===== config.mk =====
export PLATFORM = sky130hd
export DESIGN_NAME = keyframe_path_interpolator_flat
export DESIGN_NICKNAME = d
export VERILOG_FILES = /design/src/rtl/kpi_pkg.sv /design/src/rtl/kpi_in_if.sv /design/src/rtl/kpi_out_if.sv /design/src/rtl/kpi_divider.sv /design/src/rtl/kpi_datapath.sv /design/src/rtl/kpi_ctrl.sv /design/src/rtl/keyframe_path_interpolator.sv /design/src/flat_wrapper.sv
export SDC_FILE = /design/constraint.sdc
export NUM_CORES = 2
export LEC_CHECK = 0
export BUFFER_PORTS_ARGS = -buffer_cell sky130_fd_sc_hd__buf_4
export CAP_MARGIN = 40
export CORE_ASPECT_RATIO = 0.8
export CORE_MARGIN = 2
export CORE_UTILIZATION = 50
export DETAILED_ROUTE_END_ITERATION = 16
export HOLD_SLACK_MARGIN = 0.05
export PLACE_DENSITY = 0.74
export SYNTH_ARGS = -nofsm -noshare
export SYNTH_HDL_FRONTEND = slang
export SYNTH_HIERARCHICAL = 1
export SYNTH_SLANG_ARGS = --single-unit

===== constraint.sdc =====
create_clock -name clk -period 12.72 [get_ports clk]
set_input_delay 1.908 -clock clk [delete_from_list [all_inputs] [get_ports clk]]
set_output_delay 1.908 -clock clk [all_outputs]
set_load 0.02 [all_outputs]

===== src/rtl/kpi_pkg.sv =====
// Shared types, widths and codes for the keyframe path interpolator.
// No dependencies; every other file imports this package.
package kpi_pkg;

  localparam int KPI_MAX_KEYFRAMES = 8;

  localparam int VAL_W     = 20;  // signed Q12.8 pose values
  localparam int TIME_W    = 20;  // unsigned Q12.8 times
  localparam int IDX_W     = 3;   // key_index field
  localparam int CFG_W     = 4;   // keyframes_in_use register
  localparam int SEG_W     = 3;   // segment output field
  localparam int FRAC_BITS = 16;  // fraction in Q0.16
  localparam int FRAC_W    = FRAC_BITS + 1;  // holds 1.0 as well
  localparam int NUM_LANES = 5;   // x, y, z, yaw, pitch
  localparam int LANE_W    = 3;   // counts 0 .. NUM_LANES
  localparam int KF_MIN    = 2;

  localparam logic [CFG_W-1:0]  CFG_RESET = 4'd8;
  localparam logic [FRAC_W-1:0] FRAC_ONE  = 17'h10000;
  localparam logic [FRAC_W-1:0] FRAC_ZERO = 17'h00000;

  localparam logic OP_LOAD = 1'b0;
  localparam logic OP_TIME = 1'b1;

  typedef logic signed [VAL_W-1:0] val_t;
  typedef logic [TIME_W-1:0]       ktime_t;

  typedef struct packed {
    ktime_t t;
    val_t   x;
    val_t   y;
    val_t   z;
    val_t   yaw;
    val_t   pitch;
  } keyframe_t;

  typedef struct packed {
    val_t             x;
    val_t             y;
    val_t             z;
    val_t             yaw;
    val_t             pitch;
    logic             complete;
    logic [SEG_W-1:0] segment;
  } pose_t;

  typedef enum logic [1:0] {
    RD_NEXT = 2'd0,
    RD_IA   = 2'd1,
    RD_IB   = 2'd2
  } rd_sel_t;

  typedef struct packed {
    logic              ld_key;
    logic              take_time;
    logic              adv;
    logic              lat_a;
    logic              prep;
    logic              div_start;
    logic              take_quo;
    logic              mul_en;
    logic              acc_en;
    logic [LANE_W-1:0] lane;
    rd_sel_t           rd_sel;
    logic              ld_out;
  } kpi_cmd_t;

  typedef struct packed {
    logic need_div;
    logic div_done;
  } kpi_sts_t;

endpackage


===== src/rtl/kpi_in_if.sv =====
// Input channel: valid/ready handshake carrying a load item or a time item.
// Depends on kpi_pkg for field widths.
interface kpi_in_if;
  import kpi_pkg::*;

  logic             valid;
  logic             ready;
  logic             operation;
  logic [IDX_W-1:0] key_index;
  ktime_t           key_time;
  val_t             key_x;
  val_t             key_y;
  val_t             key_z;
  val_t             key_yaw;
  val_t             key_pitch;
  ktime_t           now_time;

  modport source (
    output valid, operation, key_index, key_time, key_x, key_y, key_z,
           key_yaw, key_pitch, now_time,
    input  ready
  );

  modport sink (
    input  valid, operation, key_index, key_time, key_x, key_y, key_z,
           key_yaw, key_pitch, now_time,
    output ready
  );
endinterface


===== src/rtl/kpi_out_if.sv =====
// Result channel: valid/ready handshake carrying one camera pose.
// Depends on kpi_pkg for field widths.
interface kpi_out_if;
  import kpi_pkg::*;

  logic             valid;
  logic             ready;
  val_t             cam_x;
  val_t             cam_y;
  val_t             cam_z;
  val_t             cam_yaw;
  val_t             cam_pitch;
  logic             track_complete;
  logic [SEG_W-1:0] segment;

  modport source (
    output valid, cam_x, cam_y, cam_z, cam_yaw, cam_pitch, track_complete, segment,
    input  ready
  );

  modport sink (
    input  valid, cam_x, cam_y, cam_z, cam_yaw, cam_pitch, track_complete, segment,
    output ready
  );
endinterface


===== src/rtl/kpi_divider.sv =====
// Restoring serial divider for the interpolation fraction, one quotient bit per cycle.
// Requires 0 < num < den; returns floor(num * 2^16 / den). Depends on kpi_pkg.
module kpi_divider (
  input  logic                           clk,
  input  logic                           rst_n,
  input  logic                           start,
  input  logic [kpi_pkg::TIME_W-1:0]     num,
  input  logic [kpi_pkg::TIME_W-1:0]     den,
  output logic [kpi_pkg::FRAC_BITS-1:0]  quo,
  output logic                           done
);
  import kpi_pkg::*;

  localparam int CNT_W = $clog2(FRAC_BITS);

  logic                 busy_r, busy_nxt;
  logic                 done_r, done_nxt;
  logic [CNT_W-1:0]     cnt_r, cnt_nxt;
  logic [TIME_W-1:0]    rem_r;
  logic [TIME_W-1:0]    den_r;
  logic [FRAC_BITS-1:0] quo_r;
  logic [TIME_W:0]      rem2;
  logic [TIME_W:0]      diff;
  logic                 ge;

  assign rem2 = {rem_r, 1'b0};
  assign diff = rem2 - {1'b0, den_r};
  assign ge   = (rem2 >= {1'b0, den_r});

  always_comb begin
    busy_nxt = busy_r;
    cnt_nxt  = cnt_r;
    done_nxt = 1'b0;
    if (start) begin
      busy_nxt = 1'b1;
      cnt_nxt  = '0;
    end else if (busy_r) begin
      cnt_nxt = cnt_r + CNT_W'(1);
      if (cnt_r == CNT_W'(FRAC_BITS - 1)) begin
        busy_nxt = 1'b0;
        done_nxt = 1'b1;
      end
    end
  end

  always_ff @(posedge clk) begin
    if (!rst_n) begin
      busy_r <= 1'b0;
      done_r <= 1'b0;
      cnt_r  <= '0;
    end else begin
      busy_r <= busy_nxt;
      done_r <= done_nxt;
      cnt_r  <= cnt_nxt;
    end
  end

  always_ff @(posedge clk) begin
    if (start) begin
      rem_r <= num;
      den_r <= den;
      quo_r <= '0;
    end else if (busy_r) begin
      // remainder stays below den, so it fits back into TIME_W bits
      rem_r <= ge ? diff[TIME_W-1:0] : rem2[TIME_W-1:0];
      quo_r <= {quo_r[FRAC_BITS-2:0], ge};
    end
  end

  assign quo  = quo_r;
  assign done = done_r;
endmodule


===== src/rtl/kpi_datapath.sv =====
// Datapath: keyframe table, segment cursor, fraction setup, shared multiplier and
// result register. Driven by kpi_ctrl commands; instantiates kpi_divider. Depends on kpi_pkg.
module kpi_datapath #(
  parameter int MAX_KEYFRAMES = kpi_pkg::KPI_MAX_KEYFRAMES
) (
  input  logic                        clk,
  input  logic                        rst_n,
  input  logic                        cfg_wr_en,
  input  logic [kpi_pkg::CFG_W-1:0]   cfg_wr_data,
  input  kpi_pkg::keyframe_t          in_key,
  input  logic [kpi_pkg::IDX_W-1:0]   in_key_index,
  input  kpi_pkg::ktime_t             in_now_time,
  input  kpi_pkg::kpi_cmd_t           cmd,
  output kpi_pkg::kpi_sts_t           sts,
  output kpi_pkg::pose_t              pose
);
  import kpi_pkg::*;

  localparam int CW        = $clog2(MAX_KEYFRAMES);
  localparam int NW        = ($clog2(MAX_KEYFRAMES + 1) > CFG_W) ?
                             $clog2(MAX_KEYFRAMES + 1) : CFG_W;
  localparam int MOD_STEPS = (2 ** IDX_W) / 2;
  localparam int PROD_W    = VAL_W + 1 + FRAC_W + 1;
  localparam logic signed [PROD_W-1:0] RND_HALF = PROD_W'(2 ** (FRAC_BITS - 1));

  // configuration and control state
  logic [CFG_W-1:0] kf_used_r;
  logic [CW-1:0]    cursor_r;
  logic             done_r;

  // table
  keyframe_t        kf_mem [MAX_KEYFRAMES];
  keyframe_t        rd_data_r;
  logic [CW-1:0]    rd_addr;
  logic [CW-1:0]    wr_slot;
  logic [NW-1:0]    slot_full;

  // item working registers
  ktime_t           now_r;
  ktime_t           a_time_r;
  val_t             a_v_r [NUM_LANES];
  val_t             b_v_r [NUM_LANES];
  logic [FRAC_W-1:0] f_r;
  logic signed [PROD_W-1:0] prod_r;
  logic [LANE_W-1:0] prod_lane_r;
  val_t             a_sel_r;
  val_t             res_r [NUM_LANES];
  pose_t            pose_r;

  // combinational helpers
  logic [NW-1:0]    cfg_ext;
  logic [NW-1:0]    used_n;
  logic [NW-1:0]    last_n;
  logic [NW-1:0]    cur_ext;
  logic [NW-1:0]    cur_inc;
  logic [NW-1:0]    cur_adv;
  logic             adv_take;
  logic [CW-1:0]    ia;
  logic [CW-1:0]    ib;
  logic signed [TIME_W:0] num_s;
  logic signed [TIME_W:0] den_s;
  logic             need_div;
  logic [FRAC_W-1:0] f_special;
  logic [FRAC_BITS-1:0] div_quo;
  logic             div_done;
  val_t             a_lane;
  val_t             b_lane;
  logic signed [VAL_W:0]  d_s;
  logic signed [FRAC_W:0] f_s;
  logic signed [PROD_W-1:0] rnd;
  logic signed [PROD_W-1:0] q_s;
  logic [CW+SEG_W-1:0] cur_wide;

  // clamp the keyframe count to [2, MAX_KEYFRAMES]
  assign cfg_ext = NW'(kf_used_r);
  always_comb begin
    priority if (cfg_ext < NW'(KF_MIN)) begin
      used_n = NW'(KF_MIN);
    end else if (cfg_ext > NW'(MAX_KEYFRAMES)) begin
      used_n = NW'(MAX_KEYFRAMES);
    end else begin
      used_n = cfg_ext;
    end
  end
  assign last_n  = used_n - NW'(1);
  assign cur_ext = NW'(cursor_r);
  assign cur_inc = cur_ext + NW'(1);

  // key_index modulo table depth; key_index is narrow, a few subtractions cover it
  always_comb begin
    slot_full = NW'(in_key_index);
    for (int i = 0; i < MOD_STEPS; i++) begin
      if (slot_full >= NW'(MAX_KEYFRAMES)) begin
        slot_full = slot_full - NW'(MAX_KEYFRAMES);
      end
    end
  end
  assign wr_slot = slot_full[CW-1:0];

  assign ia = done_r ? last_n[CW-1:0] : cursor_r;
  assign ib = done_r ? last_n[CW-1:0] : cur_inc[CW-1:0];

  always_comb begin
    unique case (cmd.rd_sel)
      RD_NEXT: rd_addr = cur_inc[CW-1:0];
      RD_IA:   rd_addr = ia;
      RD_IB:   rd_addr = ib;
      default: rd_addr = cursor_r;
    endcase
  end

  always_ff @(posedge clk) begin
    if (cmd.ld_key) begin
      kf_mem[wr_slot] <= in_key;
    end
    rd_data_r <= kf_mem[rd_addr];
  end

  // advance by at most one keyframe; rd_data_r holds the entry after the cursor
  assign adv_take = (cur_inc < used_n) && (rd_data_r.t <= now_r);
  assign cur_adv  = adv_take ? cur_inc : cur_ext;

  always_ff @(posedge clk) begin
    if (!rst_n) begin
      kf_used_r <= CFG_RESET;
      cursor_r  <= '0;
      done_r    <= 1'b0;
    end else begin
      if (cfg_wr_en) begin
        kf_used_r <= cfg_wr_data;
      end
      if (cmd.adv && !done_r) begin
        cursor_r <= cur_adv[CW-1:0];
        if (cur_adv >= last_n) begin
          done_r <= 1'b1;
        end
      end
    end
  end

  // fraction setup; rd_data_r holds the far keyframe during prep
  assign num_s = $signed({1'b0, now_r}) - $signed({1'b0, a_time_r});
  assign den_s = $signed({1'b0, rd_data_r.t}) - $signed({1'b0, a_time_r});
  assign need_div = (den_s > 0) && (num_s > 0) && (num_s < den_s);

  always_comb begin
    priority if (den_s <= 0) begin
      f_special = FRAC_ONE;
    end else if (num_s <= 0) begin
      f_special = FRAC_ZERO;
    end else begin
      f_special = FRAC_ONE;
    end
  end

  kpi_divider u_div (
    .clk   (clk),
    .rst_n (rst_n),
    .start (cmd.div_start),
    .num   (num_s[TIME_W-1:0]),
    .den   (den_s[TIME_W-1:0]),
    .quo   (div_quo),
    .done  (div_done)
  );

  assign sts.need_div = need_div;
  assign sts.div_done = div_done;

  // one shared multiplier: lane k multiplies while lane k-1 rounds and adds
  assign a_lane = a_v_r[cmd.lane];
  assign b_lane = b_v_r[cmd.lane];
  assign d_s    = $signed({b_lane[VAL_W-1], b_lane}) - $signed({a_lane[VAL_W-1], a_lane});
  assign f_s    = $signed({1'b0, f_r});
  assign rnd    = prod_r + RND_HALF;
  assign q_s    = rnd >>> FRAC_BITS;

  assign cur_wide = (CW + SEG_W)'(cursor_r);

  always_ff @(posedge clk) begin
    if (cmd.take_time) begin
      now_r <= in_now_time;
    end
    if (cmd.lat_a) begin
      a_time_r <= rd_data_r.t;
      a_v_r[0] <= rd_data_r.x;
      a_v_r[1] <= rd_data_r.y;
      a_v_r[2] <= rd_data_r.z;
      a_v_r[3] <= rd_data_r.yaw;
      a_v_r[4] <= rd_data_r.pitch;
    end
    if (cmd.prep) begin
      b_v_r[0] <= rd_data_r.x;
      b_v_r[1] <= rd_data_r.y;
      b_v_r[2] <= rd_data_r.z;
      b_v_r[3] <= rd_data_r.yaw;
      b_v_r[4] <= rd_data_r.pitch;
      f_r      <= f_special;
    end
    if (cmd.take_quo) begin
      f_r <= {1'b0, div_quo};
    end
    if (cmd.mul_en) begin
      prod_r      <= PROD_W'(d_s) * PROD_W'(f_s);
      prod_lane_r <= cmd.lane;
      a_sel_r     <= a_lane;
    end
    if (cmd.acc_en) begin
      // the sum stays between the two keyframe values, so wraparound is exact
      res_r[prod_lane_r] <= a_sel_r + q_s[VAL_W-1:0];
    end
    if (cmd.ld_out) begin
      pose_r.x        <= res_r[0];
      pose_r.y        <= res_r[1];
      pose_r.z        <= res_r[2];
      pose_r.yaw      <= res_r[3];
      pose_r.pitch    <= res_r[4];
      pose_r.complete <= done_r;
      pose_r.segment  <= cur_wide[SEG_W-1:0];
    end
  end

  assign pose = pose_r;
endmodule


===== src/rtl/kpi_ctrl.sv =====
// Controller: sequences table reads, cursor update, fraction divide and the
// five interpolation lanes, and owns the handshakes. Depends on kpi_pkg.
module kpi_ctrl (
  input  logic                 clk,
  input  logic                 rst_n,
  input  logic                 in_valid,
  input  logic                 in_operation,
  output logic                 in_ready,
  input  logic                 out_ready,
  output logic                 out_valid,
  output kpi_pkg::kpi_cmd_t    cmd,
  input  kpi_pkg::kpi_sts_t    sts
);
  import kpi_pkg::*;

  typedef enum logic [7:0] {
    S_IDLE = 8'b0000_0001,
    S_ADV  = 8'b0000_0010,
    S_RDA  = 8'b0000_0100,
    S_RDB  = 8'b0000_1000,
    S_PREP = 8'b0001_0000,
    S_DIV  = 8'b0010_0000,
    S_LERP = 8'b0100_0000,
    S_OUT  = 8'b1000_0000
  } state_t;

  state_t            state_r, state_nxt;
  logic [LANE_W-1:0] lane_r, lane_nxt;
  logic              out_valid_r, out_valid_nxt;

  always_comb begin
    cmd           = '0;
    cmd.rd_sel    = RD_NEXT;
    state_nxt     = state_r;
    lane_nxt      = lane_r;
    out_valid_nxt = out_valid_r && !out_ready;

    unique case (state_r)
      S_IDLE: begin
        // the table read of the next entry runs here, ahead of the cursor update
        if (in_valid) begin
          if (in_operation == OP_LOAD) begin
            cmd.ld_key = 1'b1;
          end else begin
            cmd.take_time = 1'b1;
            state_nxt     = S_ADV;
          end
        end
      end
      S_ADV: begin
        cmd.adv   = 1'b1;
        state_nxt = S_RDA;
      end
      S_RDA: begin
        cmd.rd_sel = RD_IA;
        state_nxt  = S_RDB;
      end
      S_RDB: begin
        cmd.rd_sel = RD_IB;
        cmd.lat_a  = 1'b1;
        state_nxt  = S_PREP;
      end
      S_PREP: begin
        cmd.prep = 1'b1;
        lane_nxt = '0;
        if (sts.need_div) begin
          cmd.div_start = 1'b1;
          state_nxt     = S_DIV;
        end else begin
          state_nxt = S_LERP;
        end
      end
      S_DIV: begin
        if (sts.div_done) begin
          cmd.take_quo = 1'b1;
          state_nxt    = S_LERP;
        end
      end
      S_LERP: begin
        cmd.lane   = lane_r;
        cmd.mul_en = (lane_r != LANE_W'(NUM_LANES));
        cmd.acc_en = (lane_r != '0);
        if (lane_r == LANE_W'(NUM_LANES)) begin
          state_nxt = S_OUT;
        end else begin
          lane_nxt = lane_r + LANE_W'(1);
        end
      end
      S_OUT: begin
        // hold until the result register is free
        if (!out_valid_r || out_ready) begin
          cmd.ld_out    = 1'b1;
          out_valid_nxt = 1'b1;
          state_nxt     = S_IDLE;
        end
      end
      default: begin
        state_nxt = S_IDLE;
      end
    endcase
  end

  always_ff @(posedge clk) begin
    if (!rst_n) begin
      state_r     <= S_IDLE;
      lane_r      <= '0;
      out_valid_r <= 1'b0;
    end else begin
      state_r     <= state_nxt;
      lane_r      <= lane_nxt;
      out_valid_r <= out_valid_nxt;
    end
  end

  assign in_ready  = (state_r == S_IDLE);
  assign out_valid = out_valid_r;
endmodule


===== src/rtl/keyframe_path_interpolator.sv =====
// Keyframe path interpolator. A load item writes one keyframe (time, x, y, z, yaw,
// pitch) into the table. A time item moves the segment cursor forward by at most one
// keyframe and returns the linearly interpolated camera pose, or the last keyframe's
// pose once the track is complete. When the fraction lies strictly between 0 and 1 the
// item goes through the 16-step serial divider; the table's single read port adds three
// reads per item and the five pose values share one multiplier. The result register lets
// the next item in while a pose waits to be taken. Write keyframes_in_use only while idle.
// Depends on kpi_pkg, kpi_in_if, kpi_out_if, kpi_ctrl, kpi_datapath.
module keyframe_path_interpolator #(
  parameter int MAX_KEYFRAMES = kpi_pkg::KPI_MAX_KEYFRAMES
) (
  input  logic                       clk,
  input  logic                       rst_n,
  kpi_in_if.sink                     in_if,
  kpi_out_if.source                  out_if,
  input  logic                       cfg_wr_en,
  input  logic [kpi_pkg::CFG_W-1:0]  cfg_wr_data
);
  import kpi_pkg::*;

  kpi_cmd_t  cmd;
  kpi_sts_t  sts;
  keyframe_t in_key;
  pose_t     pose;
  logic      out_valid;

  assign in_key.t     = in_if.key_time;
  assign in_key.x     = in_if.key_x;
  assign in_key.y     = in_if.key_y;
  assign in_key.z     = in_if.key_z;
  assign in_key.yaw   = in_if.key_yaw;
  assign in_key.pitch = in_if.key_pitch;

  kpi_ctrl u_ctrl (
    .clk          (clk),
    .rst_n        (rst_n),
    .in_valid     (in_if.valid),
    .in_operation (in_if.operation),
    .in_ready     (in_if.ready),
    .out_ready    (out_if.ready),
    .out_valid    (out_valid),
    .cmd          (cmd),
    .sts          (sts)
  );

  kpi_datapath #(
    .MAX_KEYFRAMES (MAX_KEYFRAMES)
  ) u_dp (
    .clk          (clk),
    .rst_n        (rst_n),
    .cfg_wr_en    (cfg_wr_en),
    .cfg_wr_data  (cfg_wr_data),
    .in_key       (in_key),
    .in_key_index (in_if.key_index),
    .in_now_time  (in_if.now_time),
    .cmd          (cmd),
    .sts          (sts),
    .pose         (pose)
  );

  assign out_if.valid          = out_valid;
  assign out_if.cam_x          = pose.x;
  assign out_if.cam_y          = pose.y;
  assign out_if.cam_z          = pose.z;
  assign out_if.cam_yaw        = pose.yaw;
  assign out_if.cam_pitch      = pose.pitch;
  assign out_if.track_complete = pose.complete;
  assign out_if.segment        = pose.segment;

  // a time transfer closes the input until its result is placed
  a_time_blocks_input: assert property (@(posedge clk) disable iff (!rst_n)
    (in_if.valid && in_if.ready && in_if.operation == OP_TIME) |=> !in_if.ready)
    else $error("input still open after a time transfer");

  // a load transfer never produces a result
  a_load_no_result: assert property (@(posedge clk) disable iff (!rst_n)
    (in_if.valid && in_if.ready && in_if.operation == OP_LOAD && !out_if.valid)
      |=> !out_if.valid)
    else $error("result appeared after a load transfer");

  // a new result is placed only from the output step, never while idle
  a_result_not_idle: assert property (@(posedge clk) disable iff (!rst_n)
    $rose(out_if.valid) |-> !$past(in_if.ready))
    else $error("result placed while input was open");

  // the divider is started only for a fraction strictly inside (0, 1)
  a_div_start_needed: assert property (@(posedge clk) disable iff (!rst_n)
    cmd.div_start |-> sts.need_div)
    else $error("divider started without need");
endmodule

===== src/flat_wrapper.sv =====
// flat-port wrapper written by rule: the top's interface ports become plain ports
module keyframe_path_interpolator_flat import kpi_pkg::*;
#(
  parameter int MAX_KEYFRAMES = kpi_pkg::KPI_MAX_KEYFRAMES
)
  (clk, rst_n, cfg_wr_en, cfg_wr_data, in_if_valid, in_if_operation, in_if_key_index, in_if_key_time, in_if_key_x, in_if_key_y, in_if_key_z, in_if_key_yaw, in_if_key_pitch, in_if_now_time, in_if_ready, out_if_valid, out_if_cam_x, out_if_cam_y, out_if_cam_z, out_if_cam_yaw, out_if_cam_pitch, out_if_track_complete, out_if_segment, out_if_ready);
  kpi_in_if in_if_i ();
  kpi_out_if out_if_i ();
  input  logic clk;
  input  logic rst_n;
  input  logic cfg_wr_en;
  input  logic [kpi_pkg::CFG_W-1:0] cfg_wr_data;
  input wire logic [$bits(in_if_i.valid)-1:0] in_if_valid;
  input wire logic [$bits(in_if_i.operation)-1:0] in_if_operation;
  input wire logic [$bits(in_if_i.key_index)-1:0] in_if_key_index;
  input wire logic [$bits(in_if_i.key_time)-1:0] in_if_key_time;
  input wire logic [$bits(in_if_i.key_x)-1:0] in_if_key_x;
  input wire logic [$bits(in_if_i.key_y)-1:0] in_if_key_y;
  input wire logic [$bits(in_if_i.key_z)-1:0] in_if_key_z;
  input wire logic [$bits(in_if_i.key_yaw)-1:0] in_if_key_yaw;
  input wire logic [$bits(in_if_i.key_pitch)-1:0] in_if_key_pitch;
  input wire logic [$bits(in_if_i.now_time)-1:0] in_if_now_time;
  output wire logic [$bits(in_if_i.ready)-1:0] in_if_ready;
  output wire logic [$bits(out_if_i.valid)-1:0] out_if_valid;
  output wire logic [$bits(out_if_i.cam_x)-1:0] out_if_cam_x;
  output wire logic [$bits(out_if_i.cam_y)-1:0] out_if_cam_y;
  output wire logic [$bits(out_if_i.cam_z)-1:0] out_if_cam_z;
  output wire logic [$bits(out_if_i.cam_yaw)-1:0] out_if_cam_yaw;
  output wire logic [$bits(out_if_i.cam_pitch)-1:0] out_if_cam_pitch;
  output wire logic [$bits(out_if_i.track_complete)-1:0] out_if_track_complete;
  output wire logic [$bits(out_if_i.segment)-1:0] out_if_segment;
  input wire logic [$bits(out_if_i.ready)-1:0] out_if_ready;
  assign in_if_i.valid = in_if_valid;
  assign in_if_i.operation = in_if_operation;
  assign in_if_i.key_index = in_if_key_index;
  assign in_if_i.key_time = in_if_key_time;
  assign in_if_i.key_x = in_if_key_x;
  assign in_if_i.key_y = in_if_key_y;
  assign in_if_i.key_z = in_if_key_z;
  assign in_if_i.key_yaw = in_if_key_yaw;
  assign in_if_i.key_pitch = in_if_key_pitch;
  assign in_if_i.now_time = in_if_now_time;
  assign in_if_ready = in_if_i.ready;
  assign out_if_valid = out_if_i.valid;
  assign out_if_cam_x = out_if_i.cam_x;
  assign out_if_cam_y = out_if_i.cam_y;
  assign out_if_cam_z = out_if_i.cam_z;
  assign out_if_cam_yaw = out_if_i.cam_yaw;
  assign out_if_cam_pitch = out_if_i.cam_pitch;
  assign out_if_track_complete = out_if_i.track_complete;
  assign out_if_segment = out_if_i.segment;
  assign out_if_i.ready = out_if_ready;
  keyframe_path_interpolator #(.MAX_KEYFRAMES(MAX_KEYFRAMES)) u_core (.clk(clk), .rst_n(rst_n), .in_if(in_if_i), .out_if(out_if_i), .cfg_wr_en(cfg_wr_en), .cfg_wr_data(cfg_wr_data));
endmodule

# After elaboration in Yosys (flattened, before gate mapping)
# Memories as Yosys holds them, arrays and structs flattened. A register that Yosys moved wholly into a read port is not among the register bits.
# Cells that the tools add are included.
# totals
n_memories	4
word_cells	137
regBits	202
in_bits	153
output_inout_bits	106
mem_bits_rw	1260
# memory_table
memory	words	word_bits	rd	rd_ports_with_merged_regs	write_ports	line	text
u_core.u_dp.kf_mem	8	120	1	1	1	kpi_datapath.sv:32	keyframe_t kf_mem [MAX_KEYFRAMES];
u_core.u_dp.a_v_r	5	20	1	0	5	kpi_datapath.sv:41	val_t a_v_r [NUM_LANES];
u_core.u_dp.b_v_r	5	20	1	0	5	kpi_datapath.sv:42	val_t b_v_r [NUM_LANES];
u_core.u_dp.res_r	5	20	5	5	1	kpi_datapath.sv:47	val_t res_r [NUM_LANES];
# classes
n_eq_ne	19
reduce_logical	19
order_cmp	11
bitwise_logic	2
mux	50
n_mul	1
add_sub_neg	10
# ops
operator	count
$pmux 8 s8	1
$sub 20x20->21	3
$mux 20	3
$gt 21x1->1 const B	2
$le 21x1->1 const B	2
$mux 8	5
$add 36x17->36 const B	1
$mul 21x18->36	1
$mux 17	2
$mux 16	2
$mux 1	23
$ge 21x20->1	1
$lt 21x21->1	1
$add 20x20->20	1
$le 20x20->1	1
$sub 20x20->20	1
$mux 4	3
$ne 2x2->1 const B	6
$mux 3	3
$pmux 3 s3	1
$eq 8x1->1 const B	1
$eq 8x2->1 const B	1
$eq 8x3->1 const B	1
$eq 8x4->1 const B	1
33 further kinds	45

# Logic depth before layout (Yosys ltp)
# logic_depth
ltp_word	8
ltp_mapped	43
ltp_nobuf	40

# Cells and area by module
# Netlist, hierarchy kept.
# modules_own_cells
mod	area_each_um2	n_inst	cells_per_inst	seq_area_each_um2
kpi_datapath	74372.6	1	5088	46544.6
kpi_divider	3679.8	1	366	1641.6
kpi_ctrl	782.0	1	95	240.2

# Least setup slack after synthesis
# No wires, ideal clock.
# synth_timing
path_kind	in2reg
from	in in_if_valid
to	mem u_core/u_dp/kf_mem[0][0] in the netlist's numbering (enable)
path_buffers	0
arrival_time_ps	10271
t_required_ps	11972
path_stages	4
setup_slack_ps	1701
setup_ps	748
path_cell_list	nand2_1 -> nor2_1 -> nand2b_1 -> nor3_1
# synth_lines
element	line	text
start, declared	flat_wrapper.sv:13	input wire logic [$bits(in_if_i.valid)-1:0] in_if_valid;
end, declared	kpi_datapath.sv:32	

==> impl_metrics.yaml <==
routing:
  drtIter0Drc: 3590
  route.met3.wl_um: 16050
  first_pass_iters: 5
  routed_wl_um: 174100
  wl_met2_um: 79780
  drc: 0
  wl_met1_um: 73130
  final_antenna_net_count: 0
  vias_per_cell: 5.450
  routedWlPerCell_um: 21.60
  top_layer: "met5"
  via_count: 43930
synthesis:
  ys_ff_latch: 1667
  synth_nets: 6280
  syn_area_per_cell_sq_um: 14.21
  synth_edf_count: 1504
  ys_seq_area_share_pct: 61.43
  async_flop_share_pct: 0
  synth.area.top_cells: "edfxtp_1 57%, fa_1 8.6%, dfxtp_1 4.1%"
  synth_area_sq_um: 78830
  ys_warn_count: 6
  synth_cells: 5549
  synth_top_area_cell: "edfxtp_1"
  synth_top_area_share_pct: 57.29
  synth_cell_types: 86
  synth_ff_type: "edfxtp_1"
setup_path:
  slowest_delay_ns: 0.71
  end_kind: "flop"
  cp_max_fo: 14
  crit_top_cell: "fa_1"
  arrival_ns: 12.13
  slowest_stage: "xnor2_1"
  start_kind: "flop"
  worstSetupPathType: "reg2reg"
  required_ns: 13.28
min_path:
  holdCritPathClass: "reg2reg"
place:
  gp_congestion: 0.9043
  dp_hpwl_um: 114700
  port_buffers: 258
  place_ws_ns: 1.100
clocking:
  clockBufferDepth: 3
  root_buffer: "clkbuf_16"
  path_clk_slew_ns: 0.08
  clock_latency_ns: 0.81
  cts_tree: "built"
  cts_resized: 0
  cts_max_level: 4
  cts_sinks: 1667
  hold_buffers: 0
  cts_setup_buffers: 0
  numCtsBuffers: 154
status:
  status: "completed"
sta:
  setup_ws_ns: 1.154
  setup_tns_ns: 0
  clock_skew_ns: 0.05424
  finalSetupViolCount: 0
  fin_crit_sh_pct: 90.93
  drv_slew: 0
  period_needed_ns: 11.57
  tightest_slew_ns: 1.091
  fmax_mhz: 86.46
  slew_headroom_pct: 27.27
  rsz0062_at_grt: "false"
  hold_viol: 0
global_route:
  grt_usage_pct: 21.62
  antenna_found_initial: 22
  grt_pass1_wl_um: 264200
  grt_max_degree: 197
  grt_overflow: 0
  grt_pass1_vias: 44260
final_layout:
  fin_nets: 6542
  fillers: 12170
  drive_gt1_share_pct: 15.40
  area_delta_synth_final_pct: 12.34
floorplan:
  rows: 130
  dieHeight_um: 359.2
  initial_utilization_pct: 50.28
  die_area_sq_um: 160900
  die_w_um: 447.9
  fp.coreArea_sq_um: 156800
  io_pins: 259
power:
  power.leakage_nw: 32.10
  ir_worst_vdd_mv: 0.1305
  power_density_nw_per_um2: 146.8
  finalPower_mw: 13.00
flow_run:
  max_cap_violations: 0
cell type report:
type,instances,area (sq um),area share (%)
Clock buffer,226,4318,4.875
Timing Repair Buffer,339,2859,3.228
Tap cell,2112,2643,2.984
Multi-Input combinational cell,3111,27630,31.19
Inverter,538,2027,2.289
Antenna cell,8,20.02,0.02260
Clock inverter,60,644.4,0.7276
Sequential cell,1667,48430,54.68
power breakdown:
part	total, mW	switching, mW	internal (mW)
Sequential	6.32	0.0683	6.25
Combinational	2.19	1.27	0.919
Clock	4.49	2.00	2.49
synthesized netlist by cell type (all sizes together), types with 31 or more instances:
| cell | number |
|---|---|
| mux2 | 266 |
| nand2b | 31 |
| ha | 239 |
| a21oi | 222 |
| inv | 538 |
| xnor2 | 96 |
| nor2 | 264 |
| nor2b | 62 |
| xor2 | 40 |
| o21a | 32 |
| mux4 | 40 |
| o211ai | 129 |
| clkbuf | 163 |
| buf | 70 |
| dfxtp | 163 |
| nor3 | 32 |
| edfxtp | 1504 |
| nand3 | 39 |
| mux2i | 287 |
| nand2 | 397 |
| and2 | 168 |
| fa | 339 |
| o21ai | 184 |
| a21o | 36 |
per-stage QoR:
| step | hold slack (ns) | instances | area (sq um) | util (%) |
|---|---|---|---|---|
| 6_report | 0.4071 | 8061 | 88560 | 56.48 |
| 4_1_cts | 0.4048 | 8052 | 88530 | 56.46 |
| 2_1_floorplan | 0.4003 | 5549 | 78830 | - |
| 3_5_place_dp | 0.4045 | 7766 | 83570 | 53.29 |
| 5_1_grt | 0.4089 | 8060 | 88560 | 56.48 |
| 3_3_place_gp | 0.4013 | 7745 | 83210 | 53.07 |
critical path, delay by kind of cell, from the launching register on:
kind            cells  cell delay [ns]
flops               1             0.35
simple gates        9             2.17
compound gates     11             3.14
buf+inv             4             0.45
fa+ha+maj           8             3.58
xor+xnor            2             0.83
mux                 2             0.81
logic make-up after synthesis:
| kind of cell | after synthesis | share of synthesized area, % |
|---|---|---|
| xor+xnor | 136 | 1.511 |
| fa+ha+maj | 578 | 12.40 |
| mux | 593 | 8.586 |
| flops | 1667 | 61.43 |
| buf+inv | 771 | 3.766 |
| other cells | 1 | 0.004757 |
| compound gates | 721 | 5.795 |
| simple gates | 1082 | 6.507 |
final timing paths:
| kind | start | end | slack [ns] | depth (start not counted) |
|---|---|---|---|---|
| worst max-delay path | u_core/u_ctrl/state_r[2]$_SDFFE_PN0P_ | u_core/u_dp/prod_r[35]$_DFFE_PP_ | 1.15 | 36 |
| worst min-delay path | u_core/u_dp/res_r[1][8]$_DFFE_PP_ | u_core/u_dp/pose[72]$_DFFE_PP_ | 0.41 | 0 |
| worst max register to register | u_core/u_ctrl/state_r[2]$_SDFFE_PN0P_ | u_core/u_dp/prod_r[35]$_DFFE_PP_ | 1.15 | 36 |
| worst min register to register | u_core/u_dp/res_r[1][8]$_DFFE_PP_ | u_core/u_dp/pose[72]$_DFFE_PP_ | 0.41 | 0 |
sequential cells by signal, summed over array words and instances, names as in the netlist:
name,count
u_core/u_dp/a_v_r,100
u_core/u_dp/u_div/den_r,20
u_core/u_dp/a_time_r,20
u_core/u_dp/cursor_r,3
u_core/u_dp/u_div/busy_r,1
u_core/u_ctrl/lane_r,3
u_core/u_dp/prod_r,21
u_core/u_dp/u_div/done,1
u_core/u_dp/cfg_ext,4
u_core/u_dp/u_div/rem_r,20
u_core/u_dp/now_r,20
u_core/u_dp/done_r,1
u_core/u_dp/pose,104
u_core/u_dp/u_div/quo,16
u_core/u_dp/res_r,100
u_core/u_dp/kf_mem,960
u_core/u_dp/u_div/cnt_r,4
u_core/u_dp/b_v_r,100
u_core/u_dp/rd_data_r,120
u_core/u_dp/prod_lane_r,3
u_core/u_dp/f_r,17
u_core/u_ctrl/out_valid,1
u_core/u_ctrl/state_r,8
u_core/u_dp/a_sel_r,20
metal layers:
layer | global-route usage, % | vias up
met5 | 0 | -
met4 | 7.401 | 12
met3 | 6.207 | 240
met2 | 33.34 | 1536
met1 | 29.43 | 21860
li1 | - | 20290
layout by cell type (no fill, tap or decap), types with 163 or more instances in the layout:
| master | instances |
|---|---|
| nand2_1 | 397 |
| ha_1 | 239 |
| buf_4 | 310 |
| edfxtp_1 | 1504 |
| nor2_1 | 250 |
| a21oi_1 | 219 |
| dfxtp_1 | 163 |
| inv_1 | 535 |
| mux2_2 | 266 |
| mux2i_1 | 287 |
| and2_1 | 167 |
| o21ai_0 | 180 |
| fa_1 | 339 |
Note: power is estimated with default switching activity, not from simulation.
